[src/sv/ccl_pkg.sv]
package ccl_pkg;

	// sample and detector widths
	localparam int SAMPLE_BITS     = 16;
	localparam int ERR_W           = SAMPLE_BITS + 1;
	localparam int IN_TDATA_W      = ((2 * SAMPLE_BITS + 7) / 8) * 8;

	// loop arithmetic widths
	localparam int PHASE_FRAC_BITS = 28;
	localparam int GAIN_FRAC_BITS  = 16;
	localparam int GAIN_W          = 17;
	localparam int PHASE_W         = 32;
	localparam int FREQ_W          = 31;
	localparam int FSAT_W          = 32;
	localparam int OUT_W           = ERR_W + PHASE_W + FREQ_W;
	localparam int OUT_TDATA_W     = ((OUT_W + 7) / 8) * 8;

	// gain product scaling, arithmetic shift right (or left when negative)
	localparam int PROD_SHIFT = GAIN_FRAC_BITS + SAMPLE_BITS - 1 - PHASE_FRAC_BITS;
	localparam int SHR        = (PROD_SHIFT > 0) ? PROD_SHIFT : 0;
	localparam int SHL        = (PROD_SHIFT < 0) ? -PROD_SHIFT : 0;
	localparam int PROD_W     = GAIN_W + 1 + ERR_W;
	localparam int WIDE_W     = PROD_W + SHL;
	localparam int TERM_W     = PROD_W + SHL - SHR;

	// frequency sum before saturation, phase sum before wrap
	localparam int FSUM_W = ((TERM_W > FREQ_W) ? TERM_W : FREQ_W) + 1;
	localparam int PSUM_W = FSAT_W + 3;

	// two pi in phase units, rounded to nearest from the 2^32 scale
	localparam longint TAU_Q32   = 64'sd26986075409;
	localparam int     TAU_SHIFT = 32 - PHASE_FRAC_BITS;
	localparam longint TAU       = (TAU_Q32 + (64'sd1 <<< (TAU_SHIFT - 1))) >>> TAU_SHIFT;

	// configuration port
	localparam int CFG_IDX_W  = 2;
	localparam int CFG_DATA_W = 32;
	localparam logic [CFG_IDX_W-1:0] REG_PROP_GAIN  = 2'd0;
	localparam logic [CFG_IDX_W-1:0] REG_INTEG_GAIN = 2'd1;
	localparam logic [CFG_IDX_W-1:0] REG_FREQ_MAX   = 2'd2;
	localparam logic [CFG_IDX_W-1:0] REG_FREQ_MIN   = 2'd3;

	// error queue between front and back
	localparam int QDEPTH = 4;
	localparam int QPTR_W = $clog2(QDEPTH);
	localparam int QCNT_W = $clog2(QDEPTH + 1);

	typedef struct packed {
		logic [GAIN_W-1:0]        prop_gain;
		logic [GAIN_W-1:0]        integ_gain;
		logic signed [FREQ_W-1:0] freq_max;
		logic signed [FREQ_W-1:0] freq_min;
	} cfg_regs_t;

	typedef struct packed {
		logic                    valid;
		logic signed [ERR_W-1:0] err;
	} q_head_t;

	// gain times error, scaled to phase units with floor rounding
	function automatic logic signed [TERM_W-1:0] scale_prod(input logic signed [PROD_W-1:0] p);
		logic signed [WIDE_W-1:0] w;
		w = WIDE_W'(p) <<< SHL;
		return TERM_W'(w >>> SHR);
	endfunction

endpackage

[src/sv/ccl_queue.sv]
module ccl_queue
	import ccl_pkg::*;
(
	input  logic                    clk,
	input  logic                    arst_n,
	input  logic                    push,
	input  logic signed [ERR_W-1:0] push_err,
	input  logic                    pop,
	output logic                    full,
	output q_head_t                 head
);

	logic signed [ERR_W-1:0] mem_q [QDEPTH];
	logic [QPTR_W-1:0]       wr_ptr_q;
	logic [QPTR_W-1:0]       rd_ptr_q;
	logic [QCNT_W-1:0]       count_q;

	assign full       = (count_q == QCNT_W'(QDEPTH));
	assign head.valid = (count_q != '0);
	assign head.err   = mem_q[rd_ptr_q];

	// entry storage
	always_ff @(posedge clk) begin
		if (push) begin
			mem_q[wr_ptr_q] <= push_err;
		end
	end

	// pointers and fill count
	always_ff @(posedge clk or negedge arst_n) begin
		if (!arst_n) begin
			wr_ptr_q <= '0;
			rd_ptr_q <= '0;
			count_q  <= '0;
		end else begin
			if (push) begin
				wr_ptr_q <= wr_ptr_q + 1'b1;
			end
			if (pop) begin
				rd_ptr_q <= rd_ptr_q + 1'b1;
			end
			if (push && !pop) begin
				count_q <= count_q + 1'b1;
			end else if (pop && !push) begin
				count_q <= count_q - 1'b1;
			end
		end
	end

endmodule

[config.mk]
export PLATFORM = sky130hd
export DESIGN_NAME = ccl_queue
export DESIGN_NICKNAME = d
export VERILOG_FILES = /design/src/sv/ccl_pkg.sv /design/src/sv/ccl_queue.sv
export SDC_FILE = /design/constraint.sdc
export NUM_CORES = 1
export LEC_CHECK = 0
export BUFFER_PORTS_ARGS = -buffer_cell sky130_fd_sc_hd__buf_2
export CAP_MARGIN = 5
export CORE_MARGIN = 10
export CORE_UTILIZATION = 60
export DETAILED_ROUTE_END_ITERATION = 16
export GPL_ROUTABILITY_DRIVEN = 0
export GPL_TIMING_DRIVEN = 0
export PLACE_DENSITY = 0.87
export SLEW_MARGIN = 5
export SYNTH_ARGS = -nofsm -noshare
export SYNTH_HDL_FRONTEND = slang
export SYNTH_SLANG_ARGS = --single-unit
[constraint.sdc]
create_clock -name clk -period 4.16 [get_ports clk]
set_input_delay 0.208 -clock clk [delete_from_list [all_inputs] [get_ports clk]]
set_output_delay 0.208 -clock clk [all_outputs]
set_load 0.1 [all_outputs]
==> metrics.sh <==
POSTSYNTHCELLCOUNT=123
CRIT_ARRIVAL_NS=1.87
TYPE_OF_ELEMENT_CAPTURING_THE_CRITICAL_PATH='output pin'
SLEW_HEADROOM_PCT=40.7
SYNTH.MOST_COMMON_CELL='edfxtp_1'
VIAS_IN_THE_FIRST_GLOBAL_ROUTE=1479
GRT_SETUP_UNREPAIRED='false'
YS_WARN_COUNT=0
DIE_HEIGHT_UM=89.4
SYNTHDISTINCTLIBCELLS=19
GLOBALROUTEOVERFLOWTOTAL=0
REGTOREGSETUPSLACK_NS=2.42
SLOWEST_STAGE='buf_2'
CRIT-REG2REG-CAPTURE='mem_q[0][3]$_DFFE_PP_'
POSTCTSRESIZEDCELLS=0
ROUTED_WIRELENGTH_MM=4.80
R2R_DEPTH=3
SYNTH_COMMON_CELLS='68 x edfxtp_1, 9 x mux4_1, 8 x mux4_2, 7 x dfrtp_1, 5 x ha_1'
YOSYS-TOP-CELLS-AREA='edfxtp_1 71%, mux4_1 8.2%, mux4_2 6.2%'
YS_FF_LATCH=75
HOLD_CLASS='input port to flop'
DESIGN.FINAL.NETS=201
FINAL-HOLD-VIOLATION-COUNT=0
GRT_ANTENNA_BEFORE_REPAIR=0
INITIAL_CORE_UTILIZATION_PCT=61.6
POSTROUTEANTENNANETS=0
MAIN_COMBINATIONAL_CELL_FAMILY_BY_AREA_AFTER_SYNTHESIS='multiplexers'
SYNTH-SIMPLE-AREA-SHARE_PCT=1.73
SYNTH-ADDER-AREA-SHARE_PCT=2.86
DRIVE_ABOVE_1_SHARE_PCT=34.1
R2R_START='wr_ptr_q[0]$_DFFE_PN0P_'
ANTENNA-DIODE-COUNT=0
CTSHOLDBUFFERS=1
FMAX_MHz=480
DIE-AREA_UM2=8000
SYNTH_ENABLE_FLOP_CELLS=68
CTS_ROOT_BUFFER='clkbuf_8'
CRIT_PATH_CELL_TRACE='buf_2, buf_2, mux4_2, buf_2'
LAYOUT-AREA-OVERHEAD-VS-SYNTH_PCT=14.6
GLOBALROUTETOTALUTIL_PCT=13.4
ROWS=25
YS.FLOP_TYPE='edfxtp_1'
IO-PIN-COUNT=40
CLKTRANSATPATHREGS_NS=0.07
MAXIMUM_NUMBER_OF_PINS_ON_ONE_NET_BEFORE_GLOBAL_ROUTE_REPAIR=18
POST_SYNTH_TOP_AREA_CELL='edfxtp_1'
HOLD-PATH-CELL-COUNT=1
ASYNCSETRESETFLOPFRACSYNTH_PCT=9.33
DRC_ERRORS=0
CLOCK_TREE_FROM_TRITONCTS='done'
CRITPATHMAXFANOUT=10
VIA_PER_INST=5.74
FIRST_PASS_GRT_WIRE_LENGTH_MM=7.60
HOLDPATHEND='mem_q[3][15]$_DFFE_PP_'
CLOCK_SINK_COUNT=75
POST_CTS_BUFFERS=0
DP_HPWL_MM=3.27
ROUTED-VIA-COUNT=1337
TIMING.FINAL.SETUP_VIOLATIONS=0
SYNTH_FP_NETS=150
CRITPATHLAUNCHTYPE='flop'
DRT_PRE_ANTENNA_ITERS=4
SYN_AREA_PER_CELL_UM2=23.5
PERIOD_SHARE_PCT=50.1
CP_SLOWEST_STAGE_DELAY_NS=0.43
LAUNCH_INSTANCE_OF_THE_WORST_MIN_DELAY_PATH='push_err[15]'
FINALCRITICALPERIOD_NS=2.08
NUMBER_OF_LEVELS_THE_H_TREE_WAS_SPLIT_INTO=3
CLOCK_INSERTION_DELAY_WORST_SKEW_NS=0.33
RUN_STATUS='completed'
CAP_VIOL_MAX_COUNT=0
BUFFER_PORTS.INSERTED=39
CLOCK-SKEW-FINAL_NS=0.00659
CTS_INSERTED_BUFFERS=9
DRT-INITIAL-DRC-COUNT=84
SYNTH_SEQUENTIAL_AREA_RATIO_PCT=76.7
CRIT_REQUIRED_NS=3.95
FINALMAXSLEWVIOLATIONS=0
CRITPATHKIND='flop to output pin'
WORST-SLEW-PIN-TRANSITION_NS=0.889
POST_SYNTHESIS_COMPOUND_GATE_AREA_FRACTION_PCT=0.173
FP.DIEW_UM=89.4
SYNTH-XOR-AREA-SHARE_PCT=1.82
CORE_AREA_UM2=4690
CLOCK_PATH_BUFFERS=2
SYNTH_TOP_CELL_AREA_SHARE_PCT=70.6
FIN_TNS_SETUP_NS=0
DRT_WL_CELL_UM=20.6
SYNTHESIS.AREA_UM2=2890
YOSYS-MUX-AREA-FRACTION_PCT=14.8
CRITICAL_PATH.MOST_COMMON_CELL='buf_2'
==> layer usage <==
metal | wire [um] | vias up | track usage [%]
li1 | - | 607 | -
met1 | 1990 | 688 | 15.1
met2 | 2510 | 34 | 21.9
met3 | 223 | 8 | 4.74
met4 | 77 | 0 | 6.94
met5 | 0 | - | 0
==> worst max path at each step <==
stage	start	endpoint	slack, ns	cells past startpoint
2_1_floorplan	count_q[0]$_DFFE_PN0P_	full	1.30	1
5_1_grt	rd_ptr_q[1]$_DFFE_PN0P_	head[2]	1.98	4
6_report	rd_ptr_q[1]$_DFFE_PN0P_	head[11]	2.08	4
3_3_place_gp	rd_ptr_q[1]$_DFFE_PN0P_	head[2]	2.44	4
4_1_cts	rd_ptr_q[1]$_DFFE_PN0P_	head[2]	2.04	4
3_5_place_dp	wr_ptr_q[0]$_DFFE_PN0P_	mem_q[0][4]$_DFFE_PP_	2.39	3
==> stage by stage <==
stage                     instances  setup slack, ns  instance area, um^2  utilization (%)  hold slack (ns)
final                           233             2.08                 3310             70.6           0.0892
after global routing            233             1.98                 3310             70.6           0.0779
after CTS                       233             2.04                 3310             70.6           0.0742
after detailed placement        216             2.39                 3150             67.2           0.0509
after global placement          216             2.44                 3150             67.2           0.0429
after floorplan                 123             1.30                 2890                -          -0.0876
==> worst max-delay path: cells and delay by family, from the launching register on <==
| family | cells | cell delay [ns] |
|---|---|---|
| DFF | 1 | 0.34 |
| muxes | 1 | 0.24 |
| buffers and inverters | 3 | 0.95 |
==> flip-flops by register name (all words and copies together) (netlist names) <==
signal	count
count_q	3
rd_ptr_q	2
wr_ptr_q	2
mem_q	68
==> cell type report <==
cell class	instances	area [um^2]
multi-input combinational	40	618
inverter	4	15.0
sequential	75	2220
timing repair buffer	40	205
tap	54	67.6
fill	280	1380
buffer	4	41.3
clock buffer	16	150
==> kinds of logic (layout without fill, tap and decap cells) <==
group           after synthesis  in the layout
fa+ha+maj                     6              6
xor+xnor                      6              6
simple gates                  9              9
buf+inv                       8             64
flops                        75             75
compound gates                1              1
mux                          18             18
==> placed cells by master, fill, tap and decap left out, drive strengths merged <==
cell type    count
fa               1
or3              1
xnor2            2
dfrtp            7
mux2             1
dlygate4sd3      1
nor3b            1
edfxtp          68
ha               5
mux4            17
and2             4
nand2            2
nor2             1
clkbuf          16
o21ai            1
xor2             4
buf             43
inv              4
Power is left out: the tool's default activity adds up to more than one toggle a clock period on the data nets, which glitch-free logic cannot reach.
