**config.mk**
```make
export PLATFORM = sky130hd
export DESIGN_NAME = ccl_front
export DESIGN_NICKNAME = d
export VERILOG_FILES = /design/src/sv/ccl_pkg.sv /design/src/sv/ccl_front.sv
export SDC_FILE = /design/constraint.sdc
export NUM_CORES = 1
export LEC_CHECK = 0
export ABC_AREA = 0
export BUFFER_PORTS_ARGS = -buffer_cell sky130_fd_sc_hd__buf_2
export CORE_ASPECT_RATIO = 0.8
export CORE_MARGIN = 2
export CORE_UTILIZATION = 49
export DETAILED_ROUTE_END_ITERATION = 8
export PLACE_DENSITY_LB_ADDON = 0.12
export REMOVE_ABC_BUFFERS = 1
export SLEW_MARGIN = 20
export SYNTH_ARGS = -nofsm -noshare
export SYNTH_HDL_FRONTEND = slang
export SYNTH_SLANG_ARGS = --single-unit
export TNS_END_PERCENT = 30
```
**constraint.sdc**
```tcl
create_clock -name vclk -period 3.1
set_clock_uncertainty 0.1 [all_clocks]
set_input_delay 0 -clock vclk [all_inputs]
set_output_delay 0 -clock vclk [all_outputs]
set_load 0.05 [all_outputs]
```
**src/sv/ccl_pkg.sv**
```systemverilog
package ccl_pkg;

	// sample and detector widths
	localparam int SAMPLE_BITS     = 16;
	localparam int ERR_W           = SAMPLE_BITS + 1;
	localparam int IN_TDATA_W      = ((2 * SAMPLE_BITS + 7) / 8) * 8;

	// loop arithmetic widths
	localparam int PHASE_FRAC_BITS = 28;
	localparam int GAIN_FRAC_BITS  = 16;
	localparam int GAIN_W          = 17;
	localparam int PHASE_W         = 32;
	localparam int FREQ_W          = 31;
	localparam int FSAT_W          = 32;
	localparam int OUT_W           = ERR_W + PHASE_W + FREQ_W;
	localparam int OUT_TDATA_W     = ((OUT_W + 7) / 8) * 8;

	// gain product scaling, arithmetic shift right (or left when negative)
	localparam int PROD_SHIFT = GAIN_FRAC_BITS + SAMPLE_BITS - 1 - PHASE_FRAC_BITS;
	localparam int SHR        = (PROD_SHIFT > 0) ? PROD_SHIFT : 0;
	localparam int SHL        = (PROD_SHIFT < 0) ? -PROD_SHIFT : 0;
	localparam int PROD_W     = GAIN_W + 1 + ERR_W;
	localparam int WIDE_W     = PROD_W + SHL;
	localparam int TERM_W     = PROD_W + SHL - SHR;

	// frequency sum before saturation, phase sum before wrap
	localparam int FSUM_W = ((TERM_W > FREQ_W) ? TERM_W : FREQ_W) + 1;
	localparam int PSUM_W = FSAT_W + 3;

	// two pi in phase units, rounded to nearest from the 2^32 scale
	localparam longint TAU_Q32   = 64'sd26986075409;
	localparam int     TAU_SHIFT = 32 - PHASE_FRAC_BITS;
	localparam longint TAU       = (TAU_Q32 + (64'sd1 <<< (TAU_SHIFT - 1))) >>> TAU_SHIFT;

	// configuration port
	localparam int CFG_IDX_W  = 2;
	localparam int CFG_DATA_W = 32;
	localparam logic [CFG_IDX_W-1:0] REG_PROP_GAIN  = 2'd0;
	localparam logic [CFG_IDX_W-1:0] REG_INTEG_GAIN = 2'd1;
	localparam logic [CFG_IDX_W-1:0] REG_FREQ_MAX   = 2'd2;
	localparam logic [CFG_IDX_W-1:0] REG_FREQ_MIN   = 2'd3;

	// error queue between front and back
	localparam int QDEPTH = 4;
	localparam int QPTR_W = $clog2(QDEPTH);
	localparam int QCNT_W = $clog2(QDEPTH + 1);

	typedef struct packed {
		logic [GAIN_W-1:0]        prop_gain;
		logic [GAIN_W-1:0]        integ_gain;
		logic signed [FREQ_W-1:0] freq_max;
		logic signed [FREQ_W-1:0] freq_min;
	} cfg_regs_t;

	typedef struct packed {
		logic                    valid;
		logic signed [ERR_W-1:0] err;
	} q_head_t;

	// gain times error, scaled to phase units with floor rounding
	function automatic logic signed [TERM_W-1:0] scale_prod(input logic signed [PROD_W-1:0] p);
		logic signed [WIDE_W-1:0] w;
		w = WIDE_W'(p) <<< SHL;
		return TERM_W'(w >>> SHR);
	endfunction

endpackage

```
**src/sv/ccl_front.sv**
```systemverilog
module ccl_front
	import ccl_pkg::*;
(
	input  logic                    s_axis_tvalid,
	output logic                    s_axis_tready,
	input  logic [IN_TDATA_W-1:0]   s_axis_tdata,   // sample_i, sample_q
	input  logic                    q_full,
	output logic                    push,
	output logic signed [ERR_W-1:0] push_err
);

	logic signed [SAMPLE_BITS-1:0] si;
	logic signed [SAMPLE_BITS-1:0] sq;
	logic signed [ERR_W-1:0]       si_x;
	logic signed [ERR_W-1:0]       sq_x;
	logic signed [ERR_W-1:0]       term_q;
	logic signed [ERR_W-1:0]       term_i;

	assign si = s_axis_tdata[SAMPLE_BITS-1:0];
	assign sq = s_axis_tdata[2*SAMPLE_BITS-1:SAMPLE_BITS];

	// accept whenever the queue has room
	assign s_axis_tready = !q_full;
	assign push          = s_axis_tvalid && !q_full;

	// limiter detector: sign(i)*q - sign(q)*i, zero if either part is zero
	always_comb begin
		si_x   = ERR_W'(si);
		sq_x   = ERR_W'(sq);
		term_q = (si > 0) ? sq_x : -sq_x;
		term_i = (sq > 0) ? si_x : -si_x;
		if (si == '0 || sq == '0) begin
			push_err = '0;
		end else begin
			push_err = term_q - term_i;
		end
	end

endmodule

```
==> impl_metrics.yaml, run 1 <==
outcome:
  outcome: "stopped before the end"
  flow.stopped_at: "global routing (5_1_grt)"
  error_line: "[ERROR DPL-0038] Utilization greater than 100%, impossible to legalize"
floorplan:
  chip_height_um: 55.8
  num_rows: 18
  pin_count: 53
  die_w_um: 68.7
  initial_core_util_pct: 52.1
synth:
  syn_area_per_cell_sq_um: 6.65
  post_synth_num_cell_types: 43
  synth_area_leader_cell: "sky130_fd_sc_hd__ha_1"
  post_synth_top_area_share_pct: 15.2
  post_synth_instance_area_sq_mm: 0.00164
  synth-warning-count: 0
  synth.top_cells.by_area: "sky130_fd_sc_hd__ha_1, sky130_fd_sc_hd__xnor2_1, sky130_fd_sc_hd__a21oi_1, sky130_fd_sc_hd__xor2_1, sky130_fd_sc_hd__nor2_1"
  synth.yosys.seq_area_share_pct: 0
  synthesis.instances: 247
placement:
  port_buffers: 53
  gp_congestion: 0.897
  dp.cells: 408
  detailed_place_hpwl_um: 4420
timing:
  crit_endpoint: "push_err[16]"
  timing.repair.worst_endpoint_type: "output port"
global_route:
  grt_max_degree: 17
clock_network:
  cts_hold_repair.buffers: 0
[kinds of logic after synthesis]
family                     after synthesis  synth area share [%]
adders and majority gates               21                  16.5
muxes                                    9                  5.56
xor gates and xnor gates                36                  19.2
and+or+nand+nor                         99                  31.8
AOI/OAI and AO/OA                       65                  22.5
buffers and inverters                   17                  4.50
[cell usage after synthesis, types with 3 or more instances]
master / n
sky130_fd_sc_hd__nor2_1: 32
sky130_fd_sc_hd__a21oi_1: 30
sky130_fd_sc_hd__nand2_1: 23
sky130_fd_sc_hd__xnor2_1: 22
sky130_fd_sc_hd__ha_1: 20
sky130_fd_sc_hd__o21ai_0: 17
sky130_fd_sc_hd__xor2_1: 14
sky130_fd_sc_hd__inv_1: 11
sky130_fd_sc_hd__mux2i_1: 8
sky130_fd_sc_hd__nor3_1: 8
sky130_fd_sc_hd__a21o_1: 4
sky130_fd_sc_hd__nand4_1: 4
sky130_fd_sc_hd__o21bai_1: 4
sky130_fd_sc_hd__or2b_1: 4
sky130_fd_sc_hd__clkbuf_1: 3
sky130_fd_sc_hd__nand2b_1: 3
sky130_fd_sc_hd__nand3_1: 3
[repair_timing]
action | CTS
gates resized for setup | 81
setup endpoints to repair | 16
setup buffers | 11
pin swaps | 17
[stage by stage]
stage	setup WS [ns]	util, %	hold WS [ns]	area, sq um
CTS	-0.472	91.0	0.213	2870
detailed placement	-0.795	78.7	0.212	2480
global placement	-0.708	78.7	0.207	2480
floorplan	-0.996	-	0.0723	1610
==> run 2, diff against run 1 <==
--- a/config.mk
+++ b/config.mk
@@ -7,11 +7,10 @@
 export LEC_CHECK = 0
 export ABC_AREA = 0
 export BUFFER_PORTS_ARGS = -buffer_cell sky130_fd_sc_hd__buf_2
-export CORE_ASPECT_RATIO = 0.8
 export CORE_MARGIN = 2
-export CORE_UTILIZATION = 49
+export CORE_UTILIZATION = 40
 export DETAILED_ROUTE_END_ITERATION = 8
-export PLACE_DENSITY_LB_ADDON = 0.12
+export PLACE_DENSITY_LB_ADDON = 0.15
 export REMOVE_ABC_BUFFERS = 1
 export SLEW_MARGIN = 20
 export SYNTH_ARGS = -nofsm -noshare
==> constraint.sdc (replaced) <==
create_clock -name vclk -period 4
set_clock_uncertainty 0.1 [all_clocks]
set_input_delay 0 -clock vclk [all_inputs]
set_output_delay 0 -clock vclk [all_outputs]
set_load 0.05 [all_outputs]
==> impl_metrics.yaml, run 2 <==
route:
  detail_route.iter0.violations: 88
  wire_per_inst_um: 12.6
  totalWireLength_um: 4570
  vias_post_dr: 1912
  drt.antenna.violating_nets: 0
  drc: 0
  drt-vias-per-instance: 5.27
  detail_route.first_pass.iterations: 4
layout:
  most_frequent_standard_cell_in_the_layout_excluding_fill_and_tap_cells: "sky130_fd_sc_hd__buf_2"
  nClkBuffers: 0
  seq_area_sq_um: 0
  layout_common_cells: "sky130_fd_sc_hd__buf_2, sky130_fd_sc_hd__nor2_1, sky130_fd_sc_hd__a21oi_1"
  final_layout_size_suffix_gt1_share_pct: 31.9
  num_antenna_cells: 0
  finalNetCount: 370
  numSequentialCells: 0
  syn_to_final_growth_pct: 32.9
timing:
  hold_viol_final: 0
  grt_setup_unrepaired: "yes"
  slew_headroom_pct: 57.7
  final.min_clock_period_ns: 3.85
  worst_slew_pin_slew_ns: 0.634
  fin_crit_sh_pct: 96.4
  report.final.setup_viol: 0
  fin_setup_tns_ns: 0
  clock.fmax_mhz: 259
  drv_slew: 0
worst_setup_path:
  crit_chain: "buf_2 > inv_2 > ha_2 > or4b_4 > or4_4 > nor2_4 > nand3_2 > ha_4 > buf_6 > o21a_4 > xnor2_1 > ha_2 > nand4_1 > nor3_1 > o21ai_1 > and4_1 > or2_1 > clkbuf_4"
  worstSetupEndpointType: "output pin"
  crit_path_buffers_inverters: 4
  critical_path_required_ns: 3.90
  critical-path-top-delay-family: "simple AND/OR/NAND/NOR gates"
  worst_path_most_repeated_cell: "sky130_fd_sc_hd__ha_2"
  critical_path_peak_fanout: 9
  biggest_cell_delay_along_the_critical_path_ns: 0.51
  cp_data_arrival_time_ns: 3.75
  cp-start-kind: "input port"
  timing_worst_setup_path_type: "in -> out"
  crit_path_slowest_cell: "sky130_fd_sc_hd__or4_4"
synth:
  post_synth_instance_area_sq_mm: 0.00164
  synth.yosys.seq_area_share_pct: 0
  synth_area_leader_cell: "sky130_fd_sc_hd__ha_1"
  synth.top_cells.by_area: "sky130_fd_sc_hd__ha_1, sky130_fd_sc_hd__xnor2_1, sky130_fd_sc_hd__a21oi_1, sky130_fd_sc_hd__xor2_1, sky130_fd_sc_hd__nor2_1"
  syn_area_per_cell_sq_um: 6.65
  most_frequent_cell_after_synthesis: "sky130_fd_sc_hd__nor2_1"
  post_synth_top_area_share_pct: 15.2
  post_synth_num_cell_types: 43
  synth-warning-count: 0
  synth_commonest_cells: "sky130_fd_sc_hd__nor2_1, sky130_fd_sc_hd__a21oi_1, sky130_fd_sc_hd__nand2_1"
  synthesis.instances: 247
hold_path:
  hold_path_startpoint: "q_full"
  hold_end: "s_axis_tready"
  number_of_cells_traversed_by_the_worst_hold_path: 3
  min_path_type: "in -> out"
floorplan:
  pin_count: 53
  coreArea_sq_mm: 0.00397
  die_area_sq_mm: 0.00463
  chip_height_um: 68.1
  num_rows: 23
  initial_core_util_pct: 41.3
  die_w_um: 68.1
global_route:
  global_route.usage.total_pct: 19.3
  number_of_antenna_violations_at_the_first_check_in_global_routing: 0
  grt_max_degree: 17
  global_route_wire_length_before_repair_um: 7060
  first_global_vias: 1603
  grt_overflow_total: 0
placement:
  port_buffers: 53
  gp_congestion: 0.845
  detailed_place_hpwl_um: 3930
job:
  drv_cap: 0
clock_network:
  cts_hold_repair.buffers: 0
pwr:
  finalPower_mw: 0.742
  static-leakage-power_nw: 0.998
  irDropWorstVdd_uv: 141
  power_density_mw_per_mm2: 340
outcome:
  outcome: "completed"
==> run 2: final cells by class <==
class / instances / area (sq um)
repair buffers: 72 / 429
well taps: 50 / 62.6
multi-input cells: 230 / 1650
inverters: 11 / 41.3
fillers: 422 / 1790
==> run 2: where the power goes <==
group	switching (mW)	leakage [nW]	total, mW	internal [mW]
Sequential	0	0	0	0
Clock	0	0	0	0
Combinational	0.489	0.998	0.742	0.254
==> run 2: repair_timing <==
item | in CTS | in global routing
setup endpoints to repair | 0 | 10
gates resized for setup | 0 | 33
buffers inserted | 0 | 4
==> run 2: kinds of logic after synthesis <==
kind of cell	count (synthesis)	synth area share, %
buffers and inverters	17	4.50
adders and majority gates	21	16.5
and+or+nand+nor	99	31.8
AOI/OAI and AO/OA	65	22.5
xor gates and xnor gates	36	19.2
muxes	9	5.56
==> run 2: metrics by stage <==
step,setup WS (ns),util (%),instances,instance area [sq um],hold WS [ns]
final,0.146,54.9,363,2180,0.212
after global routing,-0.0548,54.9,363,2180,0.245
after CTS,0.0193,51.6,359,2050,0.217
after detailed placement,0.0233,51.6,359,2050,0.217
after global placement,0.0766,51.6,359,2050,0.207
after floorplan,-0.0963,-,241,1610,0.0723
==> run 2: worst max path at each step <==
| stage | from | cells after the start | endpoint | slack (ns) |
|---|---|---|---|---|
| after floorplan | s_axis_tdata[16] | 16 | push_err[15] | -0.1 |
| after global placement | s_axis_tdata[16] | 19 | push_err[16] | 0.08 |
| after detailed placement | s_axis_tdata[16] | 19 | push_err[16] | 0.02 |
| after CTS | s_axis_tdata[16] | 19 | push_err[16] | 0.02 |
| after global routing | s_axis_tdata[17] | 18 | push_err[13] | -0.05 |
| final | s_axis_tdata[16] | 18 | push_err[16] | 0.15 |
==> run 2: routing by layer <==
metal | wire length, um | up-vias | part of all wire, % | GRT usage, %
li1 | - | 1012 | - | -
met1 | 2270 | 855 | 50 | 27.0
met2 | 2090 | 45 | 46 | 34.5
met3 | 216 | 0 | 4.7 | 0.822
met4 | 0 | 0 | 0 | 0
met5 | 0 | - | 0 | 0
Note: power is estimated with default switching activity, not from simulation.
